==> config.mk <==
export PLATFORM = sky130hd
export DESIGN_NAME = radial_gradient_pixel_core
export DESIGN_NICKNAME = d
export VERILOG_FILES = /design/src/rtl/core/rgp_pkg.sv /design/src/rtl/core/radial_gradient_pixel_core.sv /design/src/rtl/core/rgp_div.sv /design/src/rtl/core/rgp_sqrt.sv
export SDC_FILE = /design/constraint.sdc
export NUM_CORES = 2
export LEC_CHECK = 0
export BUFFER_PORTS_ARGS = -buffer_cell sky130_fd_sc_hd__buf_4
export CAP_MARGIN = 5
export CORE_MARGIN = 2
export CORE_UTILIZATION = 60
export DETAILED_ROUTE_END_ITERATION = 8
export PLACE_DENSITY = 0.76
export SYNTH_ARGS = -nofsm -noshare
export SYNTH_HDL_FRONTEND = slang
export SYNTH_SLANG_ARGS = --single-unit
==> constraint.sdc <==
create_clock -name clock -period 8.9 [get_ports clock]
set_input_delay 0.445 -clock clock [delete_from_list [all_inputs] [get_ports clock]]
set_output_delay 0.445 -clock clock [all_outputs]
set_load 0.01 [all_outputs]
==> src/rtl/core/rgp_pkg.sv <==
// ----------------------------------------------------------------------------
// rgp_pkg
// Shared widths, payload types and register indexes of the radial gradient
// pixel core.
// ----------------------------------------------------------------------------
package rgp_pkg;

   localparam int COORD_W = 12;
   localparam int DIM_W   = 13;
   localparam int GREY_W  = 8;

   // squared radius, squared diagonal and the scaled dividend
   localparam int R2_W  = 2 * COORD_W + 1;
   localparam int D2_W  = 2 * DIM_W + 1;
   localparam int NUM_W = R2_W + 16;
   localparam int Q_W   = 2 * GREY_W;
   localparam int CMP_W = D2_W + Q_W - 1;

   // 255 * 255, the full-scale quotient
   localparam logic [Q_W-1:0] Q_MAX = 16'd65025;

   localparam int MAX_DIM_DEFAULT = 4096;

   localparam logic [DIM_W-1:0] RESET_WIDTH  = 13'd256;
   localparam logic [DIM_W-1:0] RESET_HEIGHT = 13'd512;

   localparam int CSR_IDX_W = 1;
   localparam logic [CSR_IDX_W-1:0] CSR_IMAGE_WIDTH  = 1'd0;
   localparam logic [CSR_IDX_W-1:0] CSR_IMAGE_HEIGHT = 1'd1;

   typedef struct packed {
      logic [COORD_W-1:0] pixel_x;
      logic [COORD_W-1:0] pixel_y;
   } req_type;

   typedef struct packed {
      logic [GREY_W-1:0] grey_level;
      logic              out_of_range;
   } rsp_type;

   // per-stage control that rides along with the data
   typedef struct packed {
      logic valid;
      logic out_of_range;
      logic div_zero;
   } ctl_type;

endpackage

==> src/rtl/core/radial_gradient_pixel_core.sv <==
// ----------------------------------------------------------------------------
// radial_gradient_pixel_core: grey level of a corner-centred radial gradient
// Item accept to rsp_valid: 3 front stages, 16 divider stages (one quotient
// bit each), 8 square root stages, one output register. One item per cycle
// unless stalled; a stall holds each full stage whose successor holds.
// Synchronous reset empties the pipeline and sets width 256, height 512.
// ----------------------------------------------------------------------------
module radial_gradient_pixel_core #(
   parameter int MAX_DIM = rgp_pkg::MAX_DIM_DEFAULT
) (
   input  logic                          clock,
   input  logic                          reset,
   input  logic                          req_valid,
   output logic                          req_ready,
   input  rgp_pkg::req_type              req_payload,
   output logic                          rsp_valid,
   input  logic                          rsp_ready,
   output rgp_pkg::rsp_type              rsp_payload,
   input  logic                          csr_we,
   input  logic [rgp_pkg::CSR_IDX_W-1:0] csr_index,
   input  logic [rgp_pkg::DIM_W-1:0]     csr_wdata
);
   import rgp_pkg::*;

   localparam int unsigned DIM_ALL1  = (1 << DIM_W) - 1;
   localparam int unsigned CLAMP_VAL = (MAX_DIM < DIM_ALL1) ? MAX_DIM : DIM_ALL1;
   localparam logic [DIM_W-1:0] CLAMP_DIM = DIM_W'(CLAMP_VAL);

   function automatic logic [DIM_W-1:0] clamp_dim(input logic [DIM_W-1:0] v);
      logic [DIM_W-1:0] r;
      priority if (v == '0) begin
         r = DIM_W'(1);
      end else if (v > CLAMP_DIM) begin
         r = CLAMP_DIM;
      end else begin
         r = v;
      end
      return r;
   endfunction

   // dimensions are kept already clamped
   logic [DIM_W-1:0] width_ff;
   logic [DIM_W-1:0] height_ff;

   always_ff @(posedge clock) begin
      if (reset) begin
         width_ff  <= clamp_dim(RESET_WIDTH);
         height_ff <= clamp_dim(RESET_HEIGHT);
      end else if (csr_we) begin
         unique case (csr_index)
            CSR_IMAGE_WIDTH:  width_ff  <= clamp_dim(csr_wdata);
            CSR_IMAGE_HEIGHT: height_ff <= clamp_dim(csr_wdata);
         endcase
      end
   end

   // stage 1: range check and squares
   ctl_type            s1_ctl_ff;
   logic [2*COORD_W-1:0] s1_xx_ff, s1_yy_ff;
   logic [2*DIM_W-1:0] s1_ww_ff, s1_hh_ff;
   ctl_type            s1_ctl_in;
   logic [DIM_W-1:0]   wm1, hm1;
   logic               s1_ready;

   // stage 2: sums
   ctl_type          s2_ctl_ff;
   logic [R2_W-1:0]  s2_r2_ff;
   logic [D2_W-1:0]  s2_d2_ff;
   logic             s2_ready;

   // stage 3: scaled dividend
   ctl_type          s3_ctl_ff;
   logic [NUM_W-1:0] s3_num_ff;
   logic [D2_W-1:0]  s3_d2_ff;
   logic             s3_ready;
   logic [NUM_W-1:0] num_in;

   logic             div_in_ready;
   ctl_type          div_ctl;
   logic [Q_W-1:0]   div_q;
   logic             sq_in_ready;
   ctl_type          sq_ctl;
   logic [GREY_W-1:0] sq_root;

   logic             rsp_valid_ff;
   rsp_type          rsp_ff;
   logic             out_ready;

   assign s3_ready  = !s3_ctl_ff.valid || div_in_ready;
   assign s2_ready  = !s2_ctl_ff.valid || s3_ready;
   assign s1_ready  = !s1_ctl_ff.valid || s2_ready;
   assign req_ready = s1_ready;

   always_comb begin
      wm1 = width_ff - DIM_W'(1);
      hm1 = height_ff - DIM_W'(1);
      s1_ctl_in.valid        = req_valid;
      s1_ctl_in.out_of_range = (DIM_W'(req_payload.pixel_x) >= width_ff) ||
                               (DIM_W'(req_payload.pixel_y) >= height_ff);
      s1_ctl_in.div_zero     = (wm1 == '0) && (hm1 == '0);
   end

   always_ff @(posedge clock) begin
      if (reset) begin
         s1_ctl_ff <= '0;
      end else if (s1_ready) begin
         s1_ctl_ff <= s1_ctl_in;
      end
      if (s1_ready) begin
         s1_xx_ff <= (2*COORD_W)'(req_payload.pixel_x) * (2*COORD_W)'(req_payload.pixel_x);
         s1_yy_ff <= (2*COORD_W)'(req_payload.pixel_y) * (2*COORD_W)'(req_payload.pixel_y);
         s1_ww_ff <= (2*DIM_W)'(wm1) * (2*DIM_W)'(wm1);
         s1_hh_ff <= (2*DIM_W)'(hm1) * (2*DIM_W)'(hm1);
      end
   end

   always_ff @(posedge clock) begin
      if (reset) begin
         s2_ctl_ff <= '0;
      end else if (s2_ready) begin
         s2_ctl_ff <= s1_ctl_ff;
      end
      if (s2_ready) begin
         s2_r2_ff <= R2_W'(s1_xx_ff) + R2_W'(s1_yy_ff);
         s2_d2_ff <= D2_W'(s1_ww_ff) + D2_W'(s1_hh_ff);
      end
   end

   // 65025 * r2 as r2 * (2^16 - 2^9 + 1)
   assign num_in = (NUM_W'(s2_r2_ff) << 16) - (NUM_W'(s2_r2_ff) << 9) + NUM_W'(s2_r2_ff);

   always_ff @(posedge clock) begin
      if (reset) begin
         s3_ctl_ff <= '0;
      end else if (s3_ready) begin
         s3_ctl_ff <= s2_ctl_ff;
      end
      if (s3_ready) begin
         s3_num_ff <= num_in;
         s3_d2_ff  <= s2_d2_ff;
      end
   end

   rgp_div u_div (
      .clock     (clock),
      .reset     (reset),
      .in_ctl    (s3_ctl_ff),
      .in_num    (s3_num_ff),
      .in_d2     (s3_d2_ff),
      .in_ready  (div_in_ready),
      .out_ctl   (div_ctl),
      .out_q     (div_q),
      .out_ready (sq_in_ready)
   );

   rgp_sqrt u_sqrt (
      .clock     (clock),
      .reset     (reset),
      .in_ctl    (div_ctl),
      .in_v      (div_q),
      .in_ready  (sq_in_ready),
      .out_ctl   (sq_ctl),
      .out_root  (sq_root),
      .out_ready (out_ready)
   );

   assign out_ready = !rsp_valid_ff || rsp_ready;

   always_ff @(posedge clock) begin
      if (reset) begin
         rsp_valid_ff <= 1'b0;
      end else if (out_ready) begin
         rsp_valid_ff <= sq_ctl.valid;
      end
      if (out_ready) begin
         rsp_ff.grey_level   <= sq_ctl.out_of_range ? '1 : sq_root;
         rsp_ff.out_of_range <= sq_ctl.out_of_range;
      end
   end

   assign rsp_valid   = rsp_valid_ff;
   assign rsp_payload = rsp_ff;

`ifndef SYNTH
   a_oor_saturates: assert property (@(posedge clock) disable iff (reset)
      rsp_valid && rsp_payload.out_of_range |-> rsp_payload.grey_level == '1)
      else $error("out of range item not saturated");

   a_dims_clamped: assert property (@(posedge clock) disable iff (reset)
      width_ff != '0 && width_ff <= CLAMP_DIM && height_ff != '0 && height_ff <= CLAMP_DIM)
      else $error("dimension register outside clamp range");

   a_radius_inside: assert property (@(posedge clock) disable iff (reset)
      s2_ctl_ff.valid && !s2_ctl_ff.out_of_range |-> D2_W'(s2_r2_ff) <= s2_d2_ff)
      else $error("in-range radius beyond diagonal");
`endif

endmodule

==> src/rtl/core/rgp_div.sv <==
// ----------------------------------------------------------------------------
// rgp_div
// Pipelined restoring divider, one quotient bit per stage, a new item every
// cycle unless stalled. Quotient clamped to full scale, zero on a zero divisor.
// ----------------------------------------------------------------------------
module rgp_div (
   input  logic                      clock,
   input  logic                      reset,
   input  rgp_pkg::ctl_type          in_ctl,
   input  logic [rgp_pkg::NUM_W-1:0] in_num,
   input  logic [rgp_pkg::D2_W-1:0]  in_d2,
   output logic                      in_ready,
   output rgp_pkg::ctl_type          out_ctl,
   output logic [rgp_pkg::Q_W-1:0]   out_q,
   input  logic                      out_ready
);
   import rgp_pkg::*;

   ctl_type          st_ctl_ff [Q_W];
   logic [NUM_W-1:0] st_p_ff   [Q_W];
   logic [Q_W-1:0]   st_q_ff   [Q_W];
   logic [D2_W-1:0]  st_d2_ff  [Q_W];

   ctl_type          st_ctl_in [Q_W];
   logic [NUM_W-1:0] st_p_in   [Q_W];
   logic [Q_W-1:0]   st_q_in   [Q_W];
   logic [D2_W-1:0]  st_d2_in  [Q_W];
   logic             st_ready  [Q_W];

   for (genvar j = 0; j < Q_W; j++) begin : g_stage
      localparam int SH = Q_W - 1 - j;

      ctl_type          src_ctl;
      logic [NUM_W-1:0] src_p;
      logic [Q_W-1:0]   src_q;
      logic [D2_W-1:0]  src_d2;
      logic [CMP_W-1:0] dsh;
      logic             ge;

      if (j == 0) begin : g_first
         assign src_ctl = in_ctl;
         assign src_p   = in_num;
         assign src_q   = '0;
         assign src_d2  = in_d2;
      end else begin : g_next
         assign src_ctl = st_ctl_ff[j-1];
         assign src_p   = st_p_ff[j-1];
         assign src_q   = st_q_ff[j-1];
         assign src_d2  = st_d2_ff[j-1];
      end

      if (j == Q_W - 1) begin : g_last_rdy
         assign st_ready[j] = !st_ctl_ff[j].valid || out_ready;
      end else begin : g_mid_rdy
         assign st_ready[j] = !st_ctl_ff[j].valid || st_ready[j+1];
      end

      always_comb begin
         dsh = CMP_W'(src_d2) << SH;
         ge  = CMP_W'(src_p) >= dsh;
         st_ctl_in[j] = src_ctl;
         st_d2_in[j]  = src_d2;
         st_q_in[j]   = src_q;
         st_q_in[j][SH] = ge;
         st_p_in[j]   = ge ? NUM_W'(CMP_W'(src_p) - dsh) : src_p;
      end

      always_ff @(posedge clock) begin
         if (reset) begin
            st_ctl_ff[j] <= '0;
         end else if (st_ready[j]) begin
            st_ctl_ff[j] <= st_ctl_in[j];
         end
         if (st_ready[j]) begin
            st_p_ff[j]  <= st_p_in[j];
            st_q_ff[j]  <= st_q_in[j];
            st_d2_ff[j] <= st_d2_in[j];
         end
      end
   end

   assign in_ready = st_ready[0];
   assign out_ctl  = st_ctl_ff[Q_W-1];

   always_comb begin
      priority if (st_ctl_ff[Q_W-1].div_zero) begin
         out_q = '0;
      end else if (st_q_ff[Q_W-1] > Q_MAX) begin
         out_q = Q_MAX;
      end else begin
         out_q = st_q_ff[Q_W-1];
      end
   end

`ifndef SYNTH
   // an in-range pixel never lies beyond the diagonal
   a_q_full_scale: assert property (@(posedge clock) disable iff (reset)
      out_ctl.valid && !out_ctl.out_of_range && !out_ctl.div_zero
         |-> st_q_ff[Q_W-1] <= Q_MAX)
      else $error("quotient above full scale");
`endif

endmodule

==> src/rtl/core/rgp_sqrt.sv <==
// ----------------------------------------------------------------------------
// rgp_sqrt
// Pipelined integer square root, one result bit per stage, a new item every
// cycle unless stalled.
// ----------------------------------------------------------------------------
module rgp_sqrt (
   input  logic                       clock,
   input  logic                       reset,
   input  rgp_pkg::ctl_type           in_ctl,
   input  logic [rgp_pkg::Q_W-1:0]    in_v,
   output logic                       in_ready,
   output rgp_pkg::ctl_type           out_ctl,
   output logic [rgp_pkg::GREY_W-1:0] out_root,
   input  logic                       out_ready
);
   import rgp_pkg::*;

   ctl_type           st_ctl_ff [GREY_W];
   logic [Q_W-1:0]    st_v_ff   [GREY_W];
   logic [GREY_W-1:0] st_r_ff   [GREY_W];

   logic [GREY_W-1:0] st_r_in   [GREY_W];
   logic              st_ready  [GREY_W];

   for (genvar j = 0; j < GREY_W; j++) begin : g_stage
      localparam int BIT = GREY_W - 1 - j;

      ctl_type           src_ctl;
      logic [Q_W-1:0]    src_v;
      logic [GREY_W-1:0] src_r;
      logic [GREY_W-1:0] t;
      logic [Q_W-1:0]    sq;

      if (j == 0) begin : g_first
         assign src_ctl = in_ctl;
         assign src_v   = in_v;
         assign src_r   = '0;
      end else begin : g_next
         assign src_ctl = st_ctl_ff[j-1];
         assign src_v   = st_v_ff[j-1];
         assign src_r   = st_r_ff[j-1];
      end

      if (j == GREY_W - 1) begin : g_last_rdy
         assign st_ready[j] = !st_ctl_ff[j].valid || out_ready;
      end else begin : g_mid_rdy
         assign st_ready[j] = !st_ctl_ff[j].valid || st_ready[j+1];
      end

      always_comb begin
         t = src_r;
         t[BIT] = 1'b1;
         sq = Q_W'(t) * Q_W'(t);
         st_r_in[j] = (sq <= src_v) ? t : src_r;
      end

      always_ff @(posedge clock) begin
         if (reset) begin
            st_ctl_ff[j] <= '0;
         end else if (st_ready[j]) begin
            st_ctl_ff[j] <= src_ctl;
         end
         if (st_ready[j]) begin
            st_v_ff[j] <= src_v;
            st_r_ff[j] <= st_r_in[j];
         end
      end
   end

   assign in_ready = st_ready[0];
   assign out_ctl  = st_ctl_ff[GREY_W-1];
   assign out_root = st_r_ff[GREY_W-1];

`ifndef SYNTH
   // root is the floor of the exact square root
   a_root_floor: assert property (@(posedge clock) disable iff (reset)
      out_ctl.valid |->
         ((Q_W+1)'(out_root) * (Q_W+1)'(out_root) <= (Q_W+1)'(st_v_ff[GREY_W-1])) &&
         (((Q_W+1)'(out_root) + 1'b1) * ((Q_W+1)'(out_root) + 1'b1) >
          (Q_W+1)'(st_v_ff[GREY_W-1])))
      else $error("square root not floored");
`endif

endmodule
==> impl_results.md <==
* Status: finished clean
* CP dominant cell by count: fa_1
* Crit. path cell count at 28
* Yosys top cell area share at 0.4549
* Post-synth top area cell: edfxtp_1
* Delay-heaviest family, CP: adder cells
* CTS Root Cell: clkbuf_16
* Delay of the slowest critical-path stage at 0.67 ns
* Post-CTS sizing at 0
* Worst Path Required at 9.44 ns
* Worst setup path class: flop to flop
* Synth cell types at 95
* Reg clk slew, reported paths at 0.07 ns
* Hold path cells at 4
* H-tree depth at 4
* Vert. Die Dim at 422.6 µm
* I/O Buffers at 53
* Achievable clock frequency at 0.1261 GHz
* Number of global-route vias before repair at 72296
* Crit path buffers/inverters at 7
* Post-route ant nets at 0
* Mapped Cells at 9485
* Slowest CP cell: a2111oi_0
* # clock sinks at 1629
* Asr flop ratio synth at 0
* Die Wd at 422.6 µm
* RSZ-0062 raised after global routing: no
* Num rows at 153
* First-pass GRT wire length at 364000 µm
* Cell area after synthesis at 105200 µm²
* Yosys warnings at 0
* Slew @ Worst Pin at 1.301 ns
* Core ar. at 174000 µm²
* Layout cells sized above 1 at 0.05728
* Minimum clock period at 7.928 ns
* Max-Cap Viols at 0
* Setup Viol. Count Final at 0
* Post-CTS repair timing setup buffer count at 0
* Hold Violations, Final at 0
* DRC at 0
* GRT overflow at 0
* CTS tree: built
* Initial drt markers at 4165
* Initial Utilization at 0.6043
* Final nets at 11065
* ANT cells at 0
* Sequential-to-total area share from yosys stat at 0.4618
* Primary FF master, synth: edfxtp_1
* Final TNS setup at 0 ns
* Syn avg cell area at 11.09 µm²
* Slew Limit Fails at 0
* Total Wirelength at 226700 µm
* Wirelength per Cell at 18.76 µm
* Reg2Reg Depth at 28
* DIE AREA at 178600 µm²
* Ports at 54
* Worst-path fanout max at 14
* Fill cell total of the finished layout at 12743
* Hold Buf Count CTS at 5
* CTS Buf Count at 172
* Hold/Removal Path Class: primary input to flop
* Detailed Place HPWL at 179300 µm
* Critical path capture point type: flop
* Largest net degree at the start of global routing at 82
* Final worst path period share at 0.8908
* DR pass1 iterations at 8
* Slew headroom at 0.1244
* CP Launch Type: flop
* Top post-synthesis cells by area: edfxtp_1, ha_1, fa_1, inv_1, xnor2_1
* Placer Congestion at 0.9649
* Synthesized flop and latch total at 1629
* Area delta synth->final at 8.442%
* Clock Path Buffers at 3
* Hold Slack at 0.07328 ns
* Vias/cell at 5.754
* DR vias at 69530
* Setup Skew at 0.04204 ns
* Gr usage total at 0.2545
* Data arrival, critical path at 8.47 ns
* Post-Syn Nets at 10927
* Initial antenna violation count at 2
* EDFF count, synth at 1593
* Clock latency on the worst-skew pair at 0.82 ns
-- routing by layer --
| metal | up-vias | wire, µm | GRT usage |
|---|---|---|---|
| met4 | 4 | 13370 | 0.1399 |
| met2 | 1734 | 121100 | 0.4848 |
| li1 | 33642 | - | - |
| met5 | - | 27 | 0 |
| met1 | 33506 | 83890 | 0.2697 |
| met3 | 644 | 8300 | 0.03146 |
-- worst paths after layout --
check | start | to | slack (ns)
worst min register to register | u_div.st_q_ff[0][110]$_DFFE_PP_ | u_div.st_q_ff[0][126]$_DFFE_PP_ | 0.40
worst min-delay path | csr_wdata[11] | width_ff[11]$_SDFFE_PP0P_ | 0.07
worst max-delay path | width_ff[0]$_SDFFE_PP0P_ | s1_ww_ff[24]$_DFFE_PP_ | 0.97
worst max register to register | width_ff[0]$_SDFFE_PP0P_ | s1_ww_ff[24]$_DFFE_PP_ | 0.97
-- cells by family (layout without fill, tap and decap cells) --
logic type      count (synthesis)  count (layout)  share of synthesized area
fa+ha+maj                    1399            1399                     0.1970
mux                           119             119                    0.01307
other cells                     1               1                 0.00003566
flops                        1629            1629                     0.4618
xor+xnor                      646             646                    0.05381
compound gates               1830            1830                     0.1089
simple gates                 2391            2391                     0.1125
buf+inv                      1470            1744                    0.05283
-- layout make-up --
| type | instances | area, µm² | share of cell area |
|---|---|---|---|
| timing repair buffer | 115 | 875.8 | 0.007681 |
| inverter | 1319 | 4955 | 0.04345 |
| clock buffer | 220 | 4546 | 0.03986 |
| multi-input combinational | 6386 | 51190 | 0.4489 |
| tap | 2325 | 2909 | 0.02551 |
| sequential | 1629 | 48560 | 0.4258 |
| clock inverter | 90 | 994.7 | 0.008723 |
-- stage by stage --
stage / utilization / std cells / cell area, µm² / worst slack [ns]
floorplan: - / 9485 / 105200 / 1.625
global placement: 0.6232 / 11769 / 108400 / 1.210
detailed placement: 0.6232 / 11769 / 108400 / 1.021
CTS: 0.6553 / 12084 / 114000 / 1.038
global route: 0.6553 / 12084 / 114000 / 0.3165
finish: 0.6553 / 12084 / 114000 / 0.9718
-- state kept, by name (all words and copies together), names as in the netlist, 9 cells and up --
signal,flops
height_ff,13
s1_ww_ff,25
s2_d2_ff,27
width_ff,13
s2_r2_ff,25
u_sqrt.st_r_ff,36
u_sqrt.st_ctl_ff,16
u_div.st_q_ff,136
u_sqrt.st_v_ff,112
s3_num_ff,41
u_div.st_d2_ff,405
u_div.st_ctl_ff,48
s1_hh_ff,25
rsp_payload,9
s1_xx_ff,23
u_div.st_p_ff,615
s1_yy_ff,23
s3_d2_ff,27
-- placed cells by master, fill, tap and decap left out, types with 207 or more instances in the layout --
cell type  Yosys  routed
a21o_1       249     249
a21oi_1      533     530
and2_1       207     207
edfxtp_1    1593    1593
fa_1         428     428
ha_1         971     971
inv_1       1306    1297
nand2_1      665     658
nor2_1       564     563
o21ai_0      476     476
xnor2_1      407     407
xor2_1       239     239
-- synthesized netlist by cell type (16+ instances only) --
cell,instances
edfxtp_1,1593
inv_1,1306
ha_1,971
nand2_1,665
nor2_1,564
a21oi_1,533
o21ai_0,476
fa_1,428
xnor2_1,407
a21o_1,249
xor2_1,239
and2_1,207
nor3_1,145
nor2b_1,123
clkbuf_1,120
nand2b_1,116
nand3_1,113
nand4_1,95
o21a_1,92
mux2_2,84
nor4_1,81
a211oi_1,56
and3_1,56
a31oi_1,54
o31ai_1,51
o21bai_1,50
or3_1,48
or2_2,42
dfxtp_1,36
o211ai_1,29
nor3b_1,26
a21boi_0,23
o31a_1,21
o41ai_1,21
nand3b_1,20
nor4b_1,20
buf_2,18
mux2i_1,18
or4_1,18
a211o_1,17
a31o_2,17
and4_1,17
a2111oi_0,16
nand4b_1,16
-- worst reg2reg max path, delay by kind of cell (launching register included) --
kind / cells / cell delay [ns]
adder cells (fa/ha/maj): 7 / 2.96
XOR/XNOR: 2 / 0.24
AO/OA/AOI/OAI: 6 / 1.58
buffers and inverters: 7 / 1.02
AND/OR/NAND/NOR: 6 / 1.56
flip-flops: 1 / 0.31
Power is not shown: default switching activity piles up to over one toggle a cycle in this logic, so the estimate is an artifact.
